$ cat config.mk
export PLATFORM = sky130hd
export DESIGN_NAME = mrcs_front
export DESIGN_NICKNAME = d
export VERILOG_FILES = /design/src/design/mrcs_pkg.sv /design/src/design/mrcs_front.sv
export SDC_FILE = /design/constraint.sdc
export NUM_CORES = 1
export LEC_CHECK = 0
export BUFFER_PORTS_ARGS = -buffer_cell sky130_fd_sc_hd__buf_4
export CAP_MARGIN = 30
export CORE_ASPECT_RATIO = 1.4
export CORE_UTILIZATION = 45
export CTS_BUF_LIST = sky130_fd_sc_hd__clkbuf_8
export CTS_CLUSTER_SIZE = 30
export DETAILED_ROUTE_END_ITERATION = 10
export PLACE_DENSITY = 0.75
export SETUP_SLACK_MARGIN = 0.3
export SYNTH_ARGS = -nofsm -noshare
export SYNTH_HDL_FRONTEND = slang
export SYNTH_SLANG_ARGS = --single-unit
$ cat constraint.sdc
create_clock -name clk -period 10.15 [get_ports clk]
set_input_delay 1.015 -clock clk [delete_from_list [all_inputs] [get_ports clk]]
set_output_delay 1.015 -clock clk [all_outputs]
set_load 0.02 [all_outputs]
$ cat src/design/mrcs_pkg.sv
// Shared types, constants and constant tables for the response curve shaper.
// No dependencies; every other design file imports this package.
package mrcs_pkg;

  // Q1.16 value width and the fixed-point one
  localparam int VAL_W = 17;
  localparam logic [VAL_W-1:0] ONE = 17'h10000;
  localparam logic [VAL_W-1:0] HALF_LSB = 17'h08000;

  // Curve table and exponential table geometry
  localparam int CURVE_POINTS = 64;
  localparam int CP_IDX_W = $clog2(CURVE_POINTS);
  localparam int EXP_POINTS = 256;
  localparam int EXP_IDX_W = $clog2(EXP_POINTS);
  localparam int MAX_STEPS = 128;
  localparam int STEP_W = 8;

  // Window floor when an exponential curve is in use, and divisor floor
  localparam logic [VAL_W-1:0] EXP_WIN_MIN = 17'd7;
  localparam logic [VAL_W-1:0] DEN_MIN = 17'd66;

  // Phase offsets
  localparam logic [15:0] PH_90 = 16'h4000;
  localparam logic [15:0] PH_180 = 16'h8000;
  localparam logic [15:0] PH_270 = 16'hC000;

  // Divider: one quotient bit per stage
  localparam int DIV_STAGES = 16;
  localparam int DIV_LAT = DIV_STAGES + 1;

  // Curve evaluation depth and full back-end latency
  localparam int CURVE_LAT = 6;
  localparam int QNT_AT = DIV_LAT + 1;
  localparam int POS_AT = QNT_AT + DIV_LAT;
  localparam int TAB_WR_AT = POS_AT + 2;
  localparam int CURVE_AT = POS_AT + CURVE_LAT;
  localparam int BACK_LAT = CURVE_AT + 4;

  // Queue depths
  localparam int MID_DEPTH = 4;
  localparam int MID_PTR_W = $clog2(MID_DEPTH);
  localparam int OUT_DEPTH = 4;
  localparam int OUT_PTR_W = $clog2(OUT_DEPTH);

  // Log2(10000) in Q32 and the square-root chain length for the exp table
  localparam logic [63:0] LOG2_10000_Q32 = 64'd57070290109;
  localparam int ROOT_BITS = 24;

  typedef enum logic [3:0] {
    CRV_LINEAR  = 4'd0,
    CRV_EXP     = 4'd1,
    CRV_EXP_MIR = 4'd2,
    CRV_POW5    = 4'd3,
    CRV_POW4    = 4'd4,
    CRV_POW3    = 4'd5,
    CRV_POW2    = 4'd6,
    CRV_MPOW2   = 4'd7,
    CRV_MPOW3   = 4'd8,
    CRV_MPOW4   = 4'd9,
    CRV_MPOW5   = 4'd10,
    CRV_PH90    = 4'd11,
    CRV_PH180   = 4'd12,
    CRV_PH270   = 4'd13,
    CRV_TAB1    = 4'd14,
    CRV_TAB2    = 4'd15
  } curve_e;

  typedef enum logic [2:0] {
    REG_CURVE_A  = 3'd0,
    REG_CURVE_B  = 3'd1,
    REG_MORPH    = 3'd2,
    REG_WIN_LO   = 3'd3,
    REG_WIN_HI   = 3'd4,
    REG_RNG_LO   = 3'd5,
    REG_RNG_HI   = 3'd6,
    REG_STEPS    = 3'd7
  } reg_idx_e;

  typedef struct packed {
    curve_e            a_type;
    curve_e            b_type;
    logic [VAL_W-1:0]  morph;
    logic [VAL_W-1:0]  win_lo;
    logic [VAL_W-1:0]  win_hi;
    logic [VAL_W-1:0]  rng_lo;
    logic [VAL_W-1:0]  rng_hi;
    logic [STEP_W-1:0] steps;
  } cfg_t;

  // One classified word between front and back
  typedef struct packed {
    logic                wr;
    logic                sel;
    logic [CP_IDX_W-1:0] idx;
    logic [VAL_W-1:0]    val;
    logic [VAL_W-1:0]    num;
    logic [VAL_W-1:0]    den;
  } mid_item_t;

  // Curve table write control
  typedef struct packed {
    logic                en;
    logic                sel;
    logic [CP_IDX_W-1:0] idx;
    logic [VAL_W-1:0]    val;
  } tab_wr_t;

  typedef logic [VAL_W-1:0] exp_rom_t [EXP_POINTS];
  typedef logic [VAL_W-1:0] ramp_t [CURVE_POINTS];

  function automatic logic [VAL_W-1:0] sat_one(input logic [VAL_W-1:0] v);
    return (v > ONE) ? ONE : v;
  endfunction

  // Rounded Q1.16 product
  function automatic logic [VAL_W-1:0] qmul(input logic [VAL_W-1:0] a,
                                           input logic [VAL_W-1:0] b);
    logic [2*VAL_W-1:0] p;
    p = (2*VAL_W)'(a) * (2*VAL_W)'(b) + (2*VAL_W)'(HALF_LSB);
    return p[VAL_W+15:16];
  endfunction

  // Rounded sum of two interpolation products
  function automatic logic [VAL_W-1:0] rsum(input logic [2*VAL_W-1:0] a,
                                           input logic [2*VAL_W-1:0] b);
    logic [2*VAL_W:0] s;
    s = (2*VAL_W+1)'(a) + (2*VAL_W+1)'(b) + (2*VAL_W+1)'(HALF_LSB);
    return s[VAL_W+15:16];
  endfunction

  // Curves evaluated on the mirrored position
  function automatic logic is_mirror(input curve_e t);
    return (t == CRV_EXP_MIR) || (t == CRV_MPOW2) || (t == CRV_MPOW3) ||
           (t == CRV_MPOW4) || (t == CRV_MPOW5);
  endfunction

  // Power order of a power curve, one otherwise
  function automatic logic [2:0] pow_order(input curve_e t);
    case (t)
      CRV_POW5, CRV_MPOW5: return 3'd5;
      CRV_POW4, CRV_MPOW4: return 3'd4;
      CRV_POW3, CRV_MPOW3: return 3'd3;
      CRV_POW2, CRV_MPOW2: return 3'd2;
      default:             return 3'd1;
    endcase
  endfunction

  function automatic logic [63:0] isqrt64(input logic [63:0] v_in);
    logic [63:0] v;
    logic [63:0] r;
    logic [63:0] b;
    v = v_in;
    r = '0;
    b = 64'd1 << 62;
    while (b > v) b = b >> 2;
    while (b != 0) begin
      if (v >= r + b) begin
        v = v - (r + b);
        r = (r >> 1) + b;
      end else begin
        r = r >> 1;
      end
      b = b >> 2;
    end
    return r;
  endfunction

  // Exponential table: 65536 * 10000^(i/(N-1) - 1) for N points, rounded, built at elaboration
  function automatic exp_rom_t build_exp_rom();
    exp_rom_t    rom;
    logic [63:0] roots [ROOT_BITS+1];
    logic [63:0] e;
    logic [63:0] acc;
    logic [63:0] fin;
    int          ip;
    logic [31:0] fr;
    roots[0] = 64'd1 << 29;
    for (int k = 1; k <= ROOT_BITS; k++) roots[k] = isqrt64(roots[k-1] << 30);
    for (int i = 0; i < EXP_POINTS; i++) begin
      e = 64'(EXP_POINTS - 1 - i) * LOG2_10000_Q32 / 64'(EXP_POINTS - 1);
      ip = int'(e[63:32]);
      fr = e[31:0];
      acc = 64'd1 << 30;
      for (int k = 1; k <= ROOT_BITS; k++) begin
        if (fr[32-k]) acc = (acc * roots[k] + (64'd1 << 29)) >> 30;
      end
      fin = (acc * 64'd65536 + (64'd1 << (29 + ip))) >> (30 + ip);
      rom[i] = fin[VAL_W-1:0];
    end
    return rom;
  endfunction

  // Reset contents of the curve tables: floor(i * 65536 / (points - 1))
  function automatic ramp_t build_ramp();
    ramp_t       r;
    logic [63:0] v;
    for (int i = 0; i < CURVE_POINTS; i++) begin
      v = 64'(i) * 64'd65536 / 64'(CURVE_POINTS - 1);
      r[i] = v[VAL_W-1:0];
    end
    return r;
  endfunction

  localparam exp_rom_t EXP_ROM = build_exp_rom();
  localparam ramp_t RAMP = build_ramp();

endpackage

$ cat src/design/mrcs_front.sv
// Front end: classifies incoming words, computes the window numerator and
// divisor, and holds them in a short queue for the back end. Uses mrcs_pkg.
module mrcs_front import mrcs_pkg::*; (
  input  logic                clk,
  input  logic                rst,
  input  cfg_t                cfg,
  input  logic                push,
  output logic                full,
  input  logic                req_type,
  input  logic [VAL_W-1:0]    sample_value,
  input  logic                table_select,
  input  logic [CP_IDX_W-1:0] table_index,
  input  logic [VAL_W-1:0]    table_value,
  input  logic                mid_pop,
  output mid_item_t           mid_head,
  output logic                mid_empty
);

  logic [VAL_W-1:0] lo, hi, x, num, den;
  logic             exp_used;
  mid_item_t        item;
  mid_item_t        q_mem [MID_DEPTH];
  logic [MID_PTR_W-1:0] wptr, rptr;
  logic [MID_PTR_W:0]   count;
  logic             do_push;

  // Clamp to the window and form numerator and divisor
  always_comb begin
    exp_used = (cfg.a_type == CRV_EXP) || (cfg.a_type == CRV_EXP_MIR) ||
               (cfg.b_type == CRV_EXP) || (cfg.b_type == CRV_EXP_MIR);
    lo = sat_one(cfg.win_lo);
    hi = sat_one(cfg.win_hi);
    if (exp_used) begin
      if (lo < EXP_WIN_MIN) lo = EXP_WIN_MIN;
      if (hi < EXP_WIN_MIN) hi = EXP_WIN_MIN;
    end
    x = (sample_value < lo) ? lo : sample_value;
    if (x > hi) x = hi;
    num = (x > lo) ? x - lo : '0;
    den = (hi > lo) ? hi - lo : '0;
    if (den < DEN_MIN) den = DEN_MIN;
    item.wr  = req_type;
    item.sel = table_select;
    item.idx = table_index;
    item.val = sat_one(table_value);
    item.num = num;
    item.den = den;
  end

  assign full      = (count == (MID_PTR_W+1)'(MID_DEPTH));
  assign mid_empty = (count == '0);
  assign do_push   = push && !full;
  assign mid_head  = q_mem[rptr];

  // Store the classified word
  always_ff @(posedge clk) begin
    if (do_push) q_mem[wptr] <= item;
  end

  // Advance pointers and fill count
  always_ff @(posedge clk) begin
    if (rst) begin
      wptr  <= '0;
      rptr  <= '0;
      count <= '0;
    end else begin
      if (do_push) wptr <= wptr + 1'b1;
      if (mid_pop) rptr <= rptr + 1'b1;
      count <= count + (MID_PTR_W+1)'(do_push) - (MID_PTR_W+1)'(mid_pop);
    end
  end

endmodule

After elaboration in Yosys (flattened, before gate mapping)

Memory sizes are Yosys's and may differ from the RTL's. A register that Yosys moved wholly into a read port is not among the register bits.
Cells that the tools add are included.

Bits in registers: 7
RAM bits: 236
Input bits: 147
Output and inout bits: 61
Logic and storage cells: 47
Memories: 1

Memory list:

| memory | depth | bits a word | rd ports | clocked after Yosys merged registers in | write ports | RTL line         | RTL |
|---|---|---|---|---|---|---|---|
| q_mem  | 4     | 59          | 1        | 1                                       | 1           | mrcs_front.sv:22 | `mid_item_t q_mem [MID_DEPTH];` |

Add/sub/neg operators: 6
Order comparisons: 10
Equality and inequality tests: 5
Muxes and demuxes: 16
Reductions and logical operators: 6

Operators with widths:

| operator             | number |
|---|---|
| $mux 17              | 12 |
| $gt 17x17->1         | 3 |
| $gt 17x17->1 const B | 3 |
| $lt 17x3->1 const B  | 2 |
| $sub 17x17->17       | 2 |
| $lt 17x17->1         | 1 |
| $lt 17x7->1 const B  | 1 |
| $eq 4x1->1 const B   | 2 |
| $eq 4x2->1 const B   | 2 |
| $add 2x1->2 const B  | 2 |
| $mux 2               | 2 |
| $add 3x1->3          | 1 |
| $eq 3x3->1 const B   | 1 |
| $logic_not 3->1      | 1 |
| $logic_or 1x1->1     | 3 |
| $sub 3x1->3          | 1 |
| $mux 1               | 2 |
| $logic_and 1x1->1    | 1 |
| $logic_not 1->1      | 1 |

Longest topological paths before layout

Gate-level depths: netlist of run 1.

Depth in word-level cells: 11
Gate-level depth with buffers: 32
Mapped depth without buffers: 30

Worst setup path after synthesis of run 1

No wires, ideal clock.

Kind: input to register
From: input port cfg[62] (netlist bit)
To: memory q_mem[0][28] (netlist bit) (data pin)
Setup time: 278 ps
Arrival: 8101 ps
Required time: 9872 ps
Path slack: 1771 ps
Stages on the path: 29
Path buffers: 2
Cells stage by stage: nor4_1 -> nand4_1 -> or3_2 -> o21ai_0 -> inv_1 -> ha_1 -> and4_1 -> a21o_1 -> o21ai_0 -> o211ai_2 -> a211oi_4 -> mux2_2 -> ha_1 -> o21ai_0 -> a21oi_1 -> nor4_1 -> nor4_1 -> o21bai_1 -> a21oi_1 -> clkbuf_1 -> mux2_2 -> ha_1 -> nor2b_1 -> o31a_1 -> o211ai_1 -> a31oi_1 -> o31ai_1 -> clkbuf_1 -> nor3_1

RTL lines:

| element         | RTL line         | RTL |
|---|---|---|
| start, declared | mrcs_front.sv:6  | `input cfg_t cfg,` |
| end, declared   | mrcs_front.sv:22 |  |

==> flow_metrics.env, run 1 <==
export IMPL_clock_sinks=245
export IMPL_wl_microns=26700
export IMPL_hpwl_microns=19000
export IMPL_relSlewSlack=0.403
export IMPL_seq_power_share=0.452
export IMPL_clk_pin_slew_ps=60
export IMPL_cts_setup_buffers=0
export IMPL_hp_class="reg2reg"
export IMPL_start_util=0.457
export IMPL_final_setup_skew_ps=13.7
export IMPL_wire_per_inst_microns=18.4
export IMPL_max_freq_mhz=111
export IMPL_tightest_slew_ps=896
export IMPL_yosys_area_top_type="edfxtp_1"
export IMPL_final_max_slew_viol_count=0
export IMPL_synth_compound_area_share=0.0741
export IMPL_crit_path_end_kind="flop"
export IMPL_final_cell_area_sq_um=14800
export IMPL_synth_top_family_by_area="multiplexers"
export IMPL_cellPowerDensity_nw_per_um2=197
export IMPL_synth_nets=1114
export IMPL_grt_overflow_total=0
export IMPL_p_clk_frac=0.252
export IMPL_grt_pass1_vias=7984
export IMPL_setup_ws_ps=1110
export IMPL_cp_max_fo=18
export IMPL_antenna_found_initial=0
export IMPL_synth_ff_type="edfxtp_1"
export IMPL_rr_endpoint="count[2]$_SDFF_PP0_"
export IMPL_start_kind="input port"
export IMPL_cts_max_level=2
export IMPL_synth_seq_area_share=0.577
export IMPL_diodes=0
export IMPL_vias=7968
export IMPL_remaining_drc_errors=0
export IMPL_synth_edf_count=236
export IMPL_setup_violations=0
export IMPL_yosys_register_bits=245
export IMPL_synth_area_leaders="edfxtp_1 (56%), mux4_2 (11%), ha_1 (7.2%)"
export IMPL_async_reset_ff_frac=0
export IMPL_tns_ps=0
export IMPL_switching_power_mw=0.869
export IMPL_clk_latency_ps=500
export IMPL_synth_warnings=0
export IMPL_synth_cell_types=67
export IMPL_cp_required_ps=10370
export IMPL_dieArea_sq_um=28700
export IMPL_p_sw_frac=0.298
export IMPL_track_usage=0.189
export IMPL_r2r_cells=11
export IMPL_drtAntennaViolNets=0
export IMPL_regArea_sq_um=7270
export IMPL_place_ws_ps=594
export IMPL_num_nets_final=1278
export IMPL_drt_pass1_iter_count=4
export IMPL_routabilityCongestion=0.895
export IMPL_layout_common_cells="edfxtp_1 (236), buf_4 (158), ha_1 (73)"
export IMPL_place_area_sq_um=14200
export IMPL_cts_tree="yes"
export IMPL_rrSetupSlack_ps=7770
export IMPL_fp_dieH_microns=200
export IMPL_final_instance_count_excl_fill=1448
export IMPL_syn_area_sq_um=12600
export IMPL_num_rows=72
export IMPL_crit_reg2reg_launch="count[1]$_SDFF_PP0_"
export IMPL_die_x_microns=143
export IMPL_min_from="rptr[1]$_SDFFE_PP0P_"
export IMPL_synth_top_area_share=0.562
export IMPL_ctsResizeCount=0
export IMPL_crit_arrival_ps=9260
export IMPL_synthAdderAreaFrac=0.0772
export IMPL_syn2layout_area_growth_pct=17.6
export IMPL_period_share=0.891
export IMPL_vias_per_cell=5.50
export IMPL_syn_area_per_cell_sq_um=14.1
export IMPL_synthCells=891
export IMPL_layout_commonest_cell="edfxtp_1"
export IMPL_internal_power_mw=2.05
export IMPL_slowest_delay_ps=750
export IMPL_period_minus_slack_ps=9040
export IMPL_synthSimpleGateAreaFrac=0.0895
export IMPL_grt_setup_unrepaired="no"
export IMPL_status="complete, no violations"
export IMPL_io_pins=208
export IMPL_coreArea_sq_um=27600
export IMPL_grt_max_degree=60
export IMPL_place_inst=1389
export IMPL_multi_input_area_sq_um=5010
export IMPL_cts_buffers=34
export IMPL_crit_type="in2reg"
export IMPL_port_buffers=148
export IMPL_grt_pass1_wl_microns=41400
export IMPL_irDropWorstVdd_v=0.0000799
export IMPL_final_layout_size_suffix_gt1_frac=0.280
export IMPL_dr_first_iter_drc_count=433
export IMPL_finalHoldViolCount=0
export IMPL_cellLeakagePower_nw=5.66
export IMPL_nFillCells=2301
export IMPL_holdPathStages=2
export IMPL_cts_max_path_buffers=3
export IMPL_power_frac_comb=0.296
export IMPL_cpMaxStageDelayCell="a211oi_4"
export IMPL_synth_xor_xnor_area_share=0.0174
export IMPL_synth_area_mux_share=0.139
export IMPL_cap_viol_max_count=0
export IMPL_cts_root_buf="clkbuf_8"
export IMPL_ctsHoldBuffers=0
worst max path at each step:
stage               startpoint                endpoint  slack, ps  depth (start not counted)
floorplan              cfg[62]  q_mem[0][28]$_DFFE_PP_       1770                         29
global placement       cfg[62]  q_mem[0][20]$_DFFE_PP_        770                         29
detailed placement     cfg[62]  q_mem[0][20]$_DFFE_PP_        590                         30
CTS                    cfg[62]  q_mem[0][20]$_DFFE_PP_       1130                         30
global route           cfg[68]  q_mem[0][20]$_DFFE_PP_        660                         30
finish                 cfg[62]  q_mem[0][20]$_DFFE_PP_       1110                         29
synthesized netlist by cell type (2+ instances only):
cell,n
a21o_1,15
nand3_1,12
ha_1,73
or3_1,5
o41ai_1,2
o21ai_1,2
o31a_1,3
nor3b_1,2
a211oi_1,8
o21a_1,9
nand4_1,14
nor2b_1,25
mux4_2,59
nor4_1,14
a31oi_1,6
o21ai_0,21
a2bb2oi_1,2
o22ai_1,3
and2_1,4
mux2i_1,17
xor2_1,10
o211ai_1,6
inv_1,54
nand2b_1,7
nand2_1,54
a21oi_1,37
fa_1,3
mux2_2,22
nor3_1,15
clkbuf_1,23
xnor2_1,15
buf_2,3
and3_1,7
a22oi_1,2
edfxtp_1,236
a21boi_0,3
dfxtp_1,9
or4_1,2
o21bai_1,3
or2_2,2
buf_1,3
nor2_1,53
and4_1,2
registers in the layout, summed over array words and instances (netlist names), named ones only:
name   count
count      3
rptr       2
wptr       2
q_mem    236
power groups by stage:
| stage | Combinational [mW] | Clock (mW) | Sequential (mW) |
|---|---|---|---|
| floorplan | 0.577 | 0 | 1.33 |
| detailed placement | 0.870 | 0 | 1.34 |
| CTS | 0.874 | 0.758 | 1.32 |
| global route | 0.943 | 0.797 | 1.33 |
| global placement | 0.857 | 0 | 1.33 |
| finish | 0.864 | 0.734 | 1.32 |
worst max-delay path, delay by kind of cell:
kind                     cells  cell delay (ps)
AO/OA/AOI/OAI               14             4230
AND/OR/NAND/NOR              7             1540
adder cells (fa/ha/maj)      3             1000
multiplexers                 2              790
buffers and inverters        3              640
routing by layer:
layer	wire, microns	vias up	global-route usage
li1	-	3789	-
met1	10600	3911	0.220
met2	14300	227	0.354
met3	1250	41	0.0215
met4	617	0	0.0686
met5	0	-	0
layout make-up:
class	count	share of cell area
flip-flops and latches	245	0.491
clock buffers	35	0.0325
clock inverters	24	0.0121
well taps	370	0.0313
multi-input cells	561	0.338
inverters	54	0.0137
repair buffers	159	0.0814
metrics by stage:
step                hold slack (ps)   util  total power [mW]
global route                    605  0.537              3.07
global placement                508  0.513              2.19
floorplan                       485      -              1.91
detailed placement              515  0.513              2.21
finish                          528  0.537              2.92
CTS                             544  0.537              2.95
cells by family (layout without fill, tap and decap cells):
logic type	Yosys count	in the layout
flops	245	245
simple gates	224	224
compound gates	138	138
mux	98	98
buf+inv	85	272
fa+ha+maj	76	76
xor+xnor	25	25
Power figures use the tool's default switching activity.
==> run 2: changes to the inputs <==
Settings changed: CORE_ASPECT_RATIO 1.4 to not set.
==> run 2 against run 1 <==
Combinational power fell by 0.5%. Maximum frequency increased by 3.3%. Critical endpoint is now q_mem[2][33]$_DFFE_PP_. First-iteration DRC count grew 41%. Hold slack better by 14 ps. Clock-buffer cell count up 2. Routed wire length increased by 0.69%. Die area barely moved. Register-to-register slack got worse by 230 ps. Clock skew is 7.5 ps higher. Via count is 0.28% higher.
==> flow_metrics.env, run 2 (synthesized netlist as in run 1, its figures left out) <==
export IMPL_period_minus_slack_ps=8750
export IMPL_final_layout_size_suffix_gt1_frac=0.285
export IMPL_crit_type="in2reg"
export IMPL_ctsHoldBuffers=0
export IMPL_final_max_slew_viol_count=0
export IMPL_cellPowerDensity_nw_per_um2=195
export IMPL_start_util=0.464
export IMPL_grt_setup_unrepaired="no"
export IMPL_clk_latency_ps=500
export IMPL_final_setup_skew_ps=21.2
export IMPL_cp_top_family="compound AO/OA/AOI/OAI gates"
export IMPL_grt_pass1_vias=7950
export IMPL_vias=7990
export IMPL_wire_per_inst_microns=18.5
export IMPL_irDropWorstVdd_v=0.0000901
export IMPL_r2r_cells=4
export IMPL_grt_max_degree=60
export IMPL_relSlewSlack=0.433
export IMPL_remaining_drc_errors=0
export IMPL_tns_ps=0
export IMPL_vias_per_cell=5.50
export IMPL_cp_required_ps=10370
export IMPL_drt_pass1_iter_count=5
export IMPL_cp_depth=32
export IMPL_reg_top3="q_mem x236, count x3"
export IMPL_cp_max_fo=11
export IMPL_io_pins=208
export IMPL_syn2layout_area_growth_pct=17.6
export IMPL_final_instance_count_excl_fill=1454
export IMPL_status="complete, no violations"
export IMPL_start_kind="input port"
export IMPL_holdPathStages=2
export IMPL_cts_root_buf="clkbuf_8"
export IMPL_routabilityCongestion=0.899
export IMPL_cts_tree="yes"
export IMPL_crit_arrival_ps=8970
export IMPL_antenna_found_initial=0
export IMPL_crit_path_end_kind="flop"
export IMPL_largest_register="q_mem"
export IMPL_ctsResizeCount=0
export IMPL_clock_sinks=245
export IMPL_cpMaxStageDelayCell="a211oi_4"
export IMPL_port_buffers=148
export IMPL_diodes=0
export IMPL_num_rows=60
export IMPL_wl_microns=26900
export IMPL_crit_reg2reg_launch="count[1]$_SDFF_PP0_"
export IMPL_hpwl_microns=19300
export IMPL_slowest_delay_ps=670
export IMPL_layout_commonest_cell="edfxtp_1"
export IMPL_setup_violations=0
export IMPL_fp_dieH_microns=169
export IMPL_track_usage=0.189
export IMPL_cts_max_path_buffers=3
export IMPL_finalHoldViolCount=0
export IMPL_dr_first_iter_drc_count=609
export IMPL_largest_reg_flops=236
export IMPL_grt_pass1_wl_microns=42000
export IMPL_cap_viol_max_count=0
export IMPL_cellLeakagePower_nw=5.66
export IMPL_cts_buffers=35
export IMPL_place_inst=1392
export IMPL_p_total_mw=2.89
export IMPL_drtAntennaViolNets=0
export IMPL_cp_buffers_inverters=4
export IMPL_rr_endpoint="q_mem[3][4]$_DFFE_PP_"
export IMPL_dieArea_sq_um=28700
export IMPL_hp_class="reg2reg"
export IMPL_cts_setup_buffers=0
export IMPL_rrSetupSlack_ps=7540
export IMPL_layout_common_cells="edfxtp_1 (236), buf_4 (159), ha_1 (73)"
export IMPL_grt_overflow_total=0
export IMPL_die_x_microns=169
export IMPL_hold_end="rptr[0]$_SDFFE_PP0P_"
export IMPL_max_freq_mhz=114
export IMPL_coreArea_sq_um=27200
export IMPL_period_share=0.862
export IMPL_min_from="rptr[0]$_SDFFE_PP0P_"
export IMPL_tightest_slew_ps=851
export IMPL_clk_pin_slew_ps=60
export IMPL_num_nets_final=1280
export IMPL_cts_max_level=2
## run 2: through the flow
step,hold WS [ps],worst slack (ps),area (sq um),util
floorplan,485,1770,12600,-
global placement,509,1040,14100,0.520
detailed placement,526,1000,14200,0.521
CTS,546,1490,14800,0.545
global route,582,958,14800,0.545
finish,542,1400,14800,0.545
## run 2: worst max path at each step
stage	from	end	slack [ps]
2_1_floorplan	cfg[62]	q_mem[0][28]$_DFFE_PP_	1770
3_3_place_gp	cfg[62]	q_mem[0][33]$_DFFE_PP_	1040
3_5_place_dp	cfg[62]	q_mem[0][33]$_DFFE_PP_	1000
4_1_cts	cfg[62]	q_mem[2][33]$_DFFE_PP_	1490
5_1_grt	cfg[62]	q_mem[2][33]$_DFFE_PP_	960
6_report	cfg[62]	q_mem[2][33]$_DFFE_PP_	1400
## run 2: power by group
| part | internal (mW) | switching (mW) |
|---|---|---|
| combinational | 0.366 | 0.493 |
| sequential | 1.29 | 0.0355 |
| clock | 0.366 | 0.345 |
| total | 2.02 | 0.873 |
## run 2: tightest hold or removal path: stages, from the launching register on
cell and delay (ps):
dfxtp_1 340, xnor2_1 80, nor2_1 80
## run 2: cell type report
| class | instances | area [sq um] |
|---|---|---|
| fill | 2260 | 12400 |
| multi-input combinational | 561 | 5010 |
| tap | 372 | 465 |
| clock buffer | 37 | 509 |
| clock inverter | 25 | 141 |
| inverter | 54 | 203 |
| sequential | 245 | 7270 |
| timing repair buffer | 160 | 1220 |
## run 2: routing by layer
metal / track usage / routed length (microns) / vias to the layer above / share of wire
met5: 0 / 0 / - / 0
met4: 0.0517 / 474 / 0 / 0.018
met3: 0.0215 / 1410 / 38 / 0.052
met2: 0.322 / 12900 / 278 / 0.48
met1: 0.257 / 12100 / 3872 / 0.45
li1: - / - / 3802 / -
